$ cat config.mk
export PLATFORM = sky130hd
export DESIGN_NAME = json_string_escape_encoder
export DESIGN_NICKNAME = d
export VERILOG_FILES = /design/src/rtl/jse_pkg.sv /design/src/rtl/json_string_escape_encoder.sv /design/src/rtl/jse_classify.sv
export SDC_FILE = /design/constraint.sdc
export NUM_CORES = 1
export LEC_CHECK = 0
export BUFFER_PORTS_ARGS = -buffer_cell sky130_fd_sc_hd__buf_2
export CAP_MARGIN = 20
export CORE_MARGIN = 10
export CORE_UTILIZATION = 58
export DETAILED_ROUTE_END_ITERATION = 16
export PLACE_DENSITY = 0.83
export REMOVE_ABC_BUFFERS = 1
export SLEW_MARGIN = 10
export SYNTH_ARGS = -nofsm -noshare
export SYNTH_HDL_FRONTEND = slang
export SYNTH_SLANG_ARGS = --single-unit
$ cat constraint.sdc
create_clock -name clk_i -period 5.56 [get_ports clk_i]
set_input_delay 0.278 -clock clk_i [delete_from_list [all_inputs] [get_ports clk_i]]
set_output_delay 0.278 -clock clk_i [all_outputs]
set_load 0.02 [all_outputs]
$ cat src/rtl/jse_pkg.sv
package jse_pkg;

  localparam int unsigned LenW = 3;

  localparam logic [7:0] CtrlLimit = 8'h20;

  localparam logic [LenW-1:0] PlainLen   = 3'd1;
  localparam logic [LenW-1:0] ShortLen   = 3'd2;
  localparam logic [LenW-1:0] UnicodeLen = 3'd6;

  // Byte emitted at one position of an output piece (plain or escape), with the piece length
  typedef struct packed {
    logic [LenW-1:0] len;
    logic [7:0]      ch;
  } piece_t;

endpackage

$ cat src/rtl/json_string_escape_encoder.sv
// Channel | Handshake                  | Payload
// --------+----------------------------+----------------------------------------
// in      | in_valid_i / in_ready_o    | in_byte_i
// out     | out_valid_o / out_ready_i  | out_byte_o, run_last_o, string_done_o,
//         |                            | out_length_o
// cfg     | cfg_we_i (no wait)         | cfg_wdata_i (output_capacity)
//
// A plain byte or a terminator gives one output byte; an escape (2 or 6
// output bytes) holds its input register, one output byte per cycle from the
// escape sequencer while the output does not stall. A dropped byte (halted,
// or piece does not fit) leaves with no transfer. A result passes the input
// register, then the output register. Output stalls hold the output register
// and back up into the input register. Reset clears the count, the halt flag
// and sets the capacity to 256.
module json_string_escape_encoder (
  input  logic        clk_i,
  input  logic        rst_ni,
  input  logic        cfg_we_i,
  input  logic [15:0] cfg_wdata_i,
  input  logic        in_valid_i,
  output logic        in_ready_o,
  input  logic [7:0]  in_byte_i,
  output logic        out_valid_o,
  input  logic        out_ready_i,
  output logic [7:0]  out_byte_o,
  output logic        run_last_o,
  output logic        string_done_o,
  output logic [15:0] out_length_o
);

  logic [15:0] cap_q;
  logic [15:0] count_q;
  logic        halted_q;

  logic        item_vld_q;
  logic [7:0]  item_q;
  logic [jse_pkg::LenW-1:0] idx_q;

  logic        out_vld_q;
  logic [7:0]  out_byte_q;
  logic        out_last_q;
  logic        out_done_q;
  logic [15:0] out_len_q;

  jse_pkg::piece_t piece;

  logic        out_load;
  logic        term;
  logic        fits;
  logic        drop;
  logic        emit;
  logic        last;
  logic        item_done;
  logic [16:0] need;

  jse_classify u_classify (
    .byte_i (item_q),
    .idx_i  (idx_q),
    .piece_o(piece)
  );

  assign out_load = !out_vld_q || out_ready_i;
  assign term     = (item_q == 8'd0);
  assign need     = {1'b0, count_q} + {14'd0, piece.len};
  assign fits     = need < {1'b0, cap_q};
  // fit check only at the start of a piece
  assign drop     = item_vld_q && !term && (idx_q == '0) && (halted_q || !fits);
  assign emit     = item_vld_q && out_load && !drop;
  assign last     = term || (idx_q == piece.len - jse_pkg::LenW'(1));
  assign item_done = drop || (emit && last);
  assign in_ready_o = !item_vld_q || item_done;

  always_ff @(posedge clk_i or negedge rst_ni) begin
    if (!rst_ni) begin
      cap_q      <= 16'd256;
      count_q    <= '0;
      halted_q   <= 1'b0;
      item_vld_q <= 1'b0;
      idx_q      <= '0;
      out_vld_q  <= 1'b0;
    end else begin
      if (cfg_we_i) begin
        cap_q <= cfg_wdata_i;
      end

      if (in_valid_i && in_ready_o) begin
        item_vld_q <= 1'b1;
      end else if (item_done) begin
        item_vld_q <= 1'b0;
      end

      if (item_done) begin
        idx_q <= '0;
      end else if (emit) begin
        idx_q <= idx_q + jse_pkg::LenW'(1);
      end

      if (emit) begin
        out_vld_q <= 1'b1;
      end else if (out_ready_i) begin
        out_vld_q <= 1'b0;
      end

      if (emit && term) begin
        count_q  <= '0;
        halted_q <= 1'b0;
      end else if (emit) begin
        count_q <= count_q + 16'd1;
      end else if (drop) begin
        halted_q <= 1'b1;
      end
    end
  end

  always_ff @(posedge clk_i) begin
    if (in_valid_i && in_ready_o) begin
      item_q <= in_byte_i;
    end
    if (emit) begin
      out_last_q <= last;
      out_done_q <= term;
      if (term) begin
        out_byte_q <= 8'd0;
        out_len_q  <= count_q;
      end else begin
        out_byte_q <= piece.ch;
        out_len_q  <= count_q + 16'd1;
      end
    end
  end

  assign out_valid_o   = out_vld_q;
  assign out_byte_o    = out_byte_q;
  assign run_last_o    = out_last_q;
  assign string_done_o = out_done_q;
  assign out_length_o  = out_len_q;

endmodule

$ cat src/rtl/jse_classify.sv
module jse_classify (
  input  logic [7:0]               byte_i,
  input  logic [jse_pkg::LenW-1:0] idx_i,
  output jse_pkg::piece_t          piece_o
);

  localparam logic [7:0] ChQuote = 8'h22;
  localparam logic [7:0] ChBslash = 8'h5c;
  localparam logic [7:0] ChZero = 8'h30;
  localparam logic [7:0] ChLowerA = 8'h61;
  localparam logic [7:0] ChU = 8'h75;

  function automatic logic [7:0] hex_digit(input logic [3:0] v);
    logic [7:0] r;
    if (v < 4'd10) begin
      r = ChZero + {4'd0, v};
    end else begin
      r = ChLowerA + {4'd0, v} - 8'd10;
    end
    return r;
  endfunction

  logic [7:0] letter;
  logic       short_esc;

  always_comb begin
    short_esc = 1'b1;
    letter    = byte_i;
    unique case (byte_i)
      ChQuote:  letter = ChQuote;
      ChBslash: letter = ChBslash;
      8'h08:    letter = 8'h62; // b
      8'h0c:    letter = 8'h66; // f
      8'h0a:    letter = 8'h6e; // n
      8'h0d:    letter = 8'h72; // r
      8'h09:    letter = 8'h74; // t
      default:  short_esc = 1'b0;
    endcase
  end

  always_comb begin
    piece_o.len = jse_pkg::PlainLen;
    piece_o.ch  = byte_i;
    if (short_esc) begin
      piece_o.len = jse_pkg::ShortLen;
      piece_o.ch  = (idx_i == '0) ? ChBslash : letter;
    end else if (byte_i < jse_pkg::CtrlLimit) begin
      // \u00XX with lower-case hex digits
      piece_o.len = jse_pkg::UnicodeLen;
      unique case (idx_i)
        3'd0:    piece_o.ch = ChBslash;
        3'd1:    piece_o.ch = ChU;
        3'd4:    piece_o.ch = ChZero + {7'd0, byte_i[4]};
        3'd5:    piece_o.ch = hex_digit(byte_i[3:0]);
        default: piece_o.ch = ChZero;
      endcase
    end
  end

endmodule
# Word-level counts from Yosys, hierarchy flattened
# Index checks and enable logic that the tools add are counted.
[word_totals]
inputBits = 29
ff_bits = 72
[classes]
reduce_logical = 27
order_cmp = 3
add_sub_neg = 8
n_eq_ne = 12
mux = 19
[ops]
columns = ["operator", "n"]
rows = [
  ["$pmux 8 s7", 1],
  ["$mux 16", 3],
  ["$eq 8x4->1 const B", 5],
  ["$pmux 8 s4", 1],
  ["$mux 11", 2],
  ["$add 16x3->17", 1],
  ["$lt 17x16->1", 1],
  ["$add 16x1->16 const B", 1],
  ["$mux 8", 2],
  ["$reduce_bool 2->1", 5],
  ["$add 7x4->8 const A", 1],
  ["$eq 8x6->1 const B", 1],
  ["$eq 8x7->1 const B", 1],
  ["$logic_and 1x1->1", 8],
  ["$logic_not 8->1", 1],
  ["$lt 8x6->1 const B", 1],
  ["$mux 1", 8],
  ["$sub 8x4->8 const B", 1],
  ["$add 6x1->7 const A", 1],
  ["$add 6x4->7 const A", 1],
  ["$reduce_or 7->1", 1],
  ["$eq 3x3->1 const B", 2],
  ["$mux 3", 2],
  ["$logic_not 1->1", 5],
  ["9 further kinds", 13],
]

# Logic depth before layout (Yosys ltp)
[depth]
depth_word = 18
ltp_mapped = 24
depth_no_buf = 22

# Hierarchy
# A second synthesis with hierarchy kept.
[unflattened]
hier_cells = 486
area_unflattened_um2 = 4629.4
[by_module_without_submodules]
columns = ["mod", "seq_area_each_um2", "area_per_inst_um2", "instances", "cells_each"]
rows = [
  ["json_string_escape_encoder", 1973.1, 4130.2, 1, 415],
  ["jse_classify", 0.0, 499.2, 1, 71],
]

# Least setup slack after synthesis
# OpenSTA, ideal clock, no wires.
[synth_path]
kind = "reg-to-reg"
startpoint = "reg item_q[0]"
endpoint = "reg out_byte_q[0], in the netlist out_byte_o[0], enable pin"
n_path_buf = 2
arrival_ps = 4481
setup_time_ps = 381
stages_incl_launch_ff = 23
period_less_slack_ps = 4861
setup_slack_ps = 699
required_ps = 5179
cell_sequence = "edfxtp_1 inv_1 ha_1 nand2b_1 or3_1 a21oi_2 nand2b_1 clkbuf_2 nor2_1 ha_1 fa_1 a21oi_2 nor2_1 nand2_1 xnor2_1 ha_1 a211oi_1 o21a_1 o2bb2ai_1 a31oi_1 o21ai_2 buf_2 inv_1"
[synth_between]
elab_chain_len = 11
[synth_lines]
columns = ["element", "line", "text"]
rows = [
  ["start, declared", "json_string_escape_encoder.sv:36", "logic [7:0] item_q;"],
  ["start signal, assigned", "json_string_escape_encoder.sv:117", "item_q <= in_byte_i;"],
  ["branches (longest 8 deep; another with $add 16x3->17)", "n/a", ""],
  ["$logic_and 1x1->1 (*)", "json_string_escape_encoder.sv:67", "assign drop = item_vld_q && !term && (idx_q == '0) && (halted_q || !fits);"],
  ["$logic_not 1->1 (*)", "json_string_escape_encoder.sv:68", "assign emit = item_vld_q && out_load && !drop;"],
  ["$logic_and 1x1->1 (*)", "json_string_escape_encoder.sv:68", ""],
  ["net emit", "json_string_escape_encoder.sv:51", "logic emit;"],
  ["end signal, assigned", "json_string_escape_encoder.sv:126", "out_byte_q <= piece.ch;"],
  ["end, declared", "json_string_escape_encoder.sv:40", "logic [7:0] out_byte_q;"],
]
# Mark *: on every way through the listed nets, which the timed path passes.
# A chain may end at the register's enable or synchronous reset.

# Worst setup path after layout
[layout_path]
startpoint = "reg item_q[0]"
endpoint = "out in_ready_o"
[layout_between]
elab_chain_len = 14
[layout_lines]
columns = ["element", "line", "text"]
rows = [
  ["branches (longest 12 deep; another with $add 16x3->17)", "n/a", ""],
  ["$logic_or 1x1->1 (*)", "json_string_escape_encoder.sv:70", "assign item_done = drop || (emit && last);"],
  ["$logic_or 1x1->1 (*)", "json_string_escape_encoder.sv:71", "assign in_ready_o = !item_vld_q || item_done;"],
  ["end, declared", "json_string_escape_encoder.sv:21", "output logic in_ready_o,"],
]
# Mark *: on every way between the ends.

==> impl_results.md <==
- Crit path DAT: 5.01 ns
- Routability-driven placement congestion ratio: 0.8677
- DIE AREA: 11350 sq um
- Estimated wirelength of the detail-placed design: 7.515 mm
- Fmax: 189.1 MHz
- Met2 Usage GRT: 0.3043
- X dimension of the die: 106.5 um
- Worst-case clock buffer depth: 2
- LEAKAGE: 2.186 nW
- R2r setup slk: 0.51 ns
- Total of warnings raised by yosys: 0
- Fraction of the core area covered by cells at the end of the flow: 0.6812
- Fraction of layout cells with a size suffix above 1: 0.2091
- Synth area leader: edfxtp_1
- Minimum clock period: 5.289 ns
- Share of the yosys chip area belonging to registers: 0.4543
- Detailed Route WL: 10.28 mm
- Core box area: 7253 sq um
- Synthesized cell area: 4343 sq um
- Final setup margin: 0.2713 ns
- Total power divided by cell area: 337.1 nW/um^2
- Number of antenna violations at the first check in global routing: 0
- Quantity of hold-fixing buffers added after cts: 0
- Rows: 31
- Area share of the largest cell type after synthesis: 0.2351
- Final instance count without filler cells: 606
- Average wire per standard cell: 16.96 um
- DRT Pass-1 Iters: 5
- Total placed cells including tap cells: 588
- Outcome: complete, no violations
- Top cell types by occurrence after synthesis: nand2_1 (55), o21ai_0 (41), dfrtp_1 (37), nor2_1 (37), edfxtp_1 (34)
- Remaining antenna violation count after routing: 0
- Overall Power: 1.666 mW
- Met1 global-route usage: 0.2248
- Type of the worst min-delay path: in -> async
- Total of buffers placed on input and output ports: 56
- DRC: 0
- Adder and majority gate portion of the synthesized area: 0.07952
- Mean area per synthesized cell: 9.630 sq um
- Most instantiated library cell after synthesis: nand2_1
- Vias in the first global route: 3502
- Post-Place Worst Slack: 0.1754 ns
- N_diodes: 0
- Worst setup skew after layout: 0.009332 ns
- Number of failing setup endpoints in the final timing report: 0
- Clock tree from TritonCTS: built
- Count of H-tree levels built during CTS: 3
- Total number of vias: 3519
- Cell types occupying the most area after synthesis: edfxtp_1 (24%), dfrtp_1 (21%), ha_1 (7.5%)
- Maximum number of pins on one net before global-route repair: 39
- Clk pin slew, worst setup/hold paths: 0.08 ns
- Share of synthesized area spent on multiplexers: 0.002593
- Combinational family with the most area after synthesis: simple AND/OR/NAND/NOR gates
- Number of clock sinks seen by CTS: 72
- Clock latency of the later-clocked register in the worst-skew pair: 0.35 ns
- Busiest layer in global routing: met2
- Final Hold Fails: 0
- Effective utilization at floorplan: 0.5988
- Final Net Count: 558
- Filler cells: 562
- Xor-xnor portion of the synthesized cell area: 0.06252
- Number of synthesized register bits: 72
- Critical Path RT: 5.28 ns
- Kind of start point of the critical path: register
- Number of distinct library cell variants in the gate-level netlist after synthesis: 61
- Area Growth Syn to Fin: 13.77%
- Actual transition at the worst max-transition pin: 1.031 ns
- GRT Overall Usage: 0.1824
- Crit Reg-Reg Endpoint: item_q[1]
- Post-Synth Simple-Gate Area: 0.1876
- GRT met3 Usage: 0.03382
- Worst Hold Slack: 0.04718 ns
- Class of the most critical setup path: reg -> out
- Sort of element at the end of the critical path: output port
- Buffer type at the clock tree root: clkbuf_8
- Cells after synthesis: 451
- Peak ir drop on the vdd network: 0.2476 mV
- Reg2Reg Launch Point: item_q[0]
- Accumulated negative setup slack: 0 ns
- Worst-case headroom to the max-slew limit: 0.3109
- Top_reg_cell synth: dfrtp_1
- Critical path peak fanout: 8
- Number of pins exceeding their max-slew limit in the final report: 0
- Share of the cycle needed by the critical path after routing: 0.9512
- Worst r2r path cells: 22
- Global-route wire length before repair: 16.87 mm
- Top Ports: 57
- Die extent in y: 106.5 um
- Total placed instance area: 4669 sq um
- Number of DRC violations after detailed-routing iteration 0: 225
- Reported max-cap violation count: 0
- Overflow left after global routing: 0
- Fraction of the mapped netlist area in compound gates: 0.1559
- Number of enable-type register cells in the synthesized netlist: 34
- Clock buffer count from CTS: 9
- Mean number of vias per cell: 5.807
- Synth async-reset ratio: 0.5278
- Post-route standard cell area excluding fillers: 4941 sq um
==> placed cells by master (no fill, tap or decap), types with 2 or more instances in the layout <==
cell type	count
buf_2	56
nand2_1	55
o21ai_0	40
dfrtp_1	37
nor2_1	36
edfxtp_1	34
inv_1	27
ha_1	25
xnor2_1	18
nand3_1	15
o31ai_1	15
xor2_1	13
a21oi_1	12
buf_4	11
clkbuf_8	9
nand4_1	7
nor3_1	6
and2_1	6
nand2b_1	5
and3_1	5
a21o_1	4
nor2b_1	4
or3_1	4
a211oi_1	4
a31oi_1	4
a21oi_4	3
o21a_1	3
o211ai_1	3
nor3_2	2
nand2b_4	2
nor3b_1	2
nor4b_4	2
a2111oi_0	2
a22oi_1	2
clkinv_2	2
clkinv_4	2
clkinvlp_4	2
==> final cells by class <==
cell class / instances / area (sq um) / share of cell area
Timing Repair Buffer: 67 / 362.8 / 0.07344
Clock inverter: 7 / 72.57 / 0.01469
Inverter: 28 / 105.1 / 0.02127
Clock buffer: 9 / 123.9 / 0.02507
Tap cell: 99 / 123.9 / 0.02507
Multi-Input combinational cell: 324 / 2180 / 0.4411
Sequential cell: 72 / 1973 / 0.3993
==> critical path: stages (launching register included) <==
cell and delay, ns:
edfxtp_1 0.43, inv_1 0.15, ha_2 0.23, nand2b_1 0.07, or3_1 0.35, a21oi_4 0.20
nand2b_4 0.20, nor2_1 0.07, ha_1 0.21, fa_2 0.39, a21oi_4 0.23, nor2_1 0.10
nand2_1 0.10, xnor2_1 0.13, ha_1 0.26, a21oi_1 0.15, o21ai_0 0.14, a21o_1 0.18
o211ai_1 0.29, a21oi_4 0.15, nor4b_4 0.39, inv_1 0.07, buf_2 0.16
==> power by group <==
part,total (mW),switching (mW),internal (mW)
clock network,0.415,0.208,0.207
logic,0.516,0.316,0.200
registers,0.735,0.0778,0.657
total,1.67,0.601,1.06
==> cells by family (layout without fill, tap and decap cells) <==
logic type / Yosys count / after routing
adder cells (fa/ha/maj): 27 / 27
buffers and inverters: 55 / 111
XOR/XNOR: 31 / 31
multiplexers: 1 / 1
AND/OR/NAND/NOR: 160 / 160
flip-flops: 72 / 72
AO/OA/AOI/OAI: 105 / 105
==> sequential cells by signal, indices dropped and copies added (netlist names) <==
| name | cells |
|---|---|
| out_length_o | 16 |
| idx_q | 3 |
| item_vld_q | 1 |
| halted_q | 1 |
| out_valid_o | 1 |
| item_q | 8 |
| cap_q | 16 |
| string_done_o | 1 |
| out_byte_o | 8 |
| count_q | 16 |
| run_last_o | 1 |
==> what timing repair did <==
item,in CTS,in global routing
gates resized for setup,1,12
setup buffers,0,2
pin swaps,0,3
endpoints found under the setup margin,1,9
==> metal layers <==
| metal | share of wire | vias up |
|---|---|---|
| met5 | 0 | - |
| met2 | 0.49 | 128 |
| met1 | 0.43 | 1682 |
| met3 | 0.056 | 25 |
| met4 | 0.023 | 0 |
| li1 | - | 1684 |
==> worst max-delay path by stage <==
| stage | startpoint | slack [ns] | to |
|---|---|---|---|
| after global placement | item_q[0] | 0.40 | item_q[5] |
| after floorplan | item_q[0] | 0.74 | out_byte_o[0] |
| after CTS | item_q[0] | 0.04 | in_ready_o |
| after global routing | item_q[0] | -0.02 | in_ready_o |
| after detailed placement | item_q[0] | 0.18 | item_q[4] |
| final | item_q[0] | 0.27 | in_ready_o |
Power figures use the tool's default switching activity.
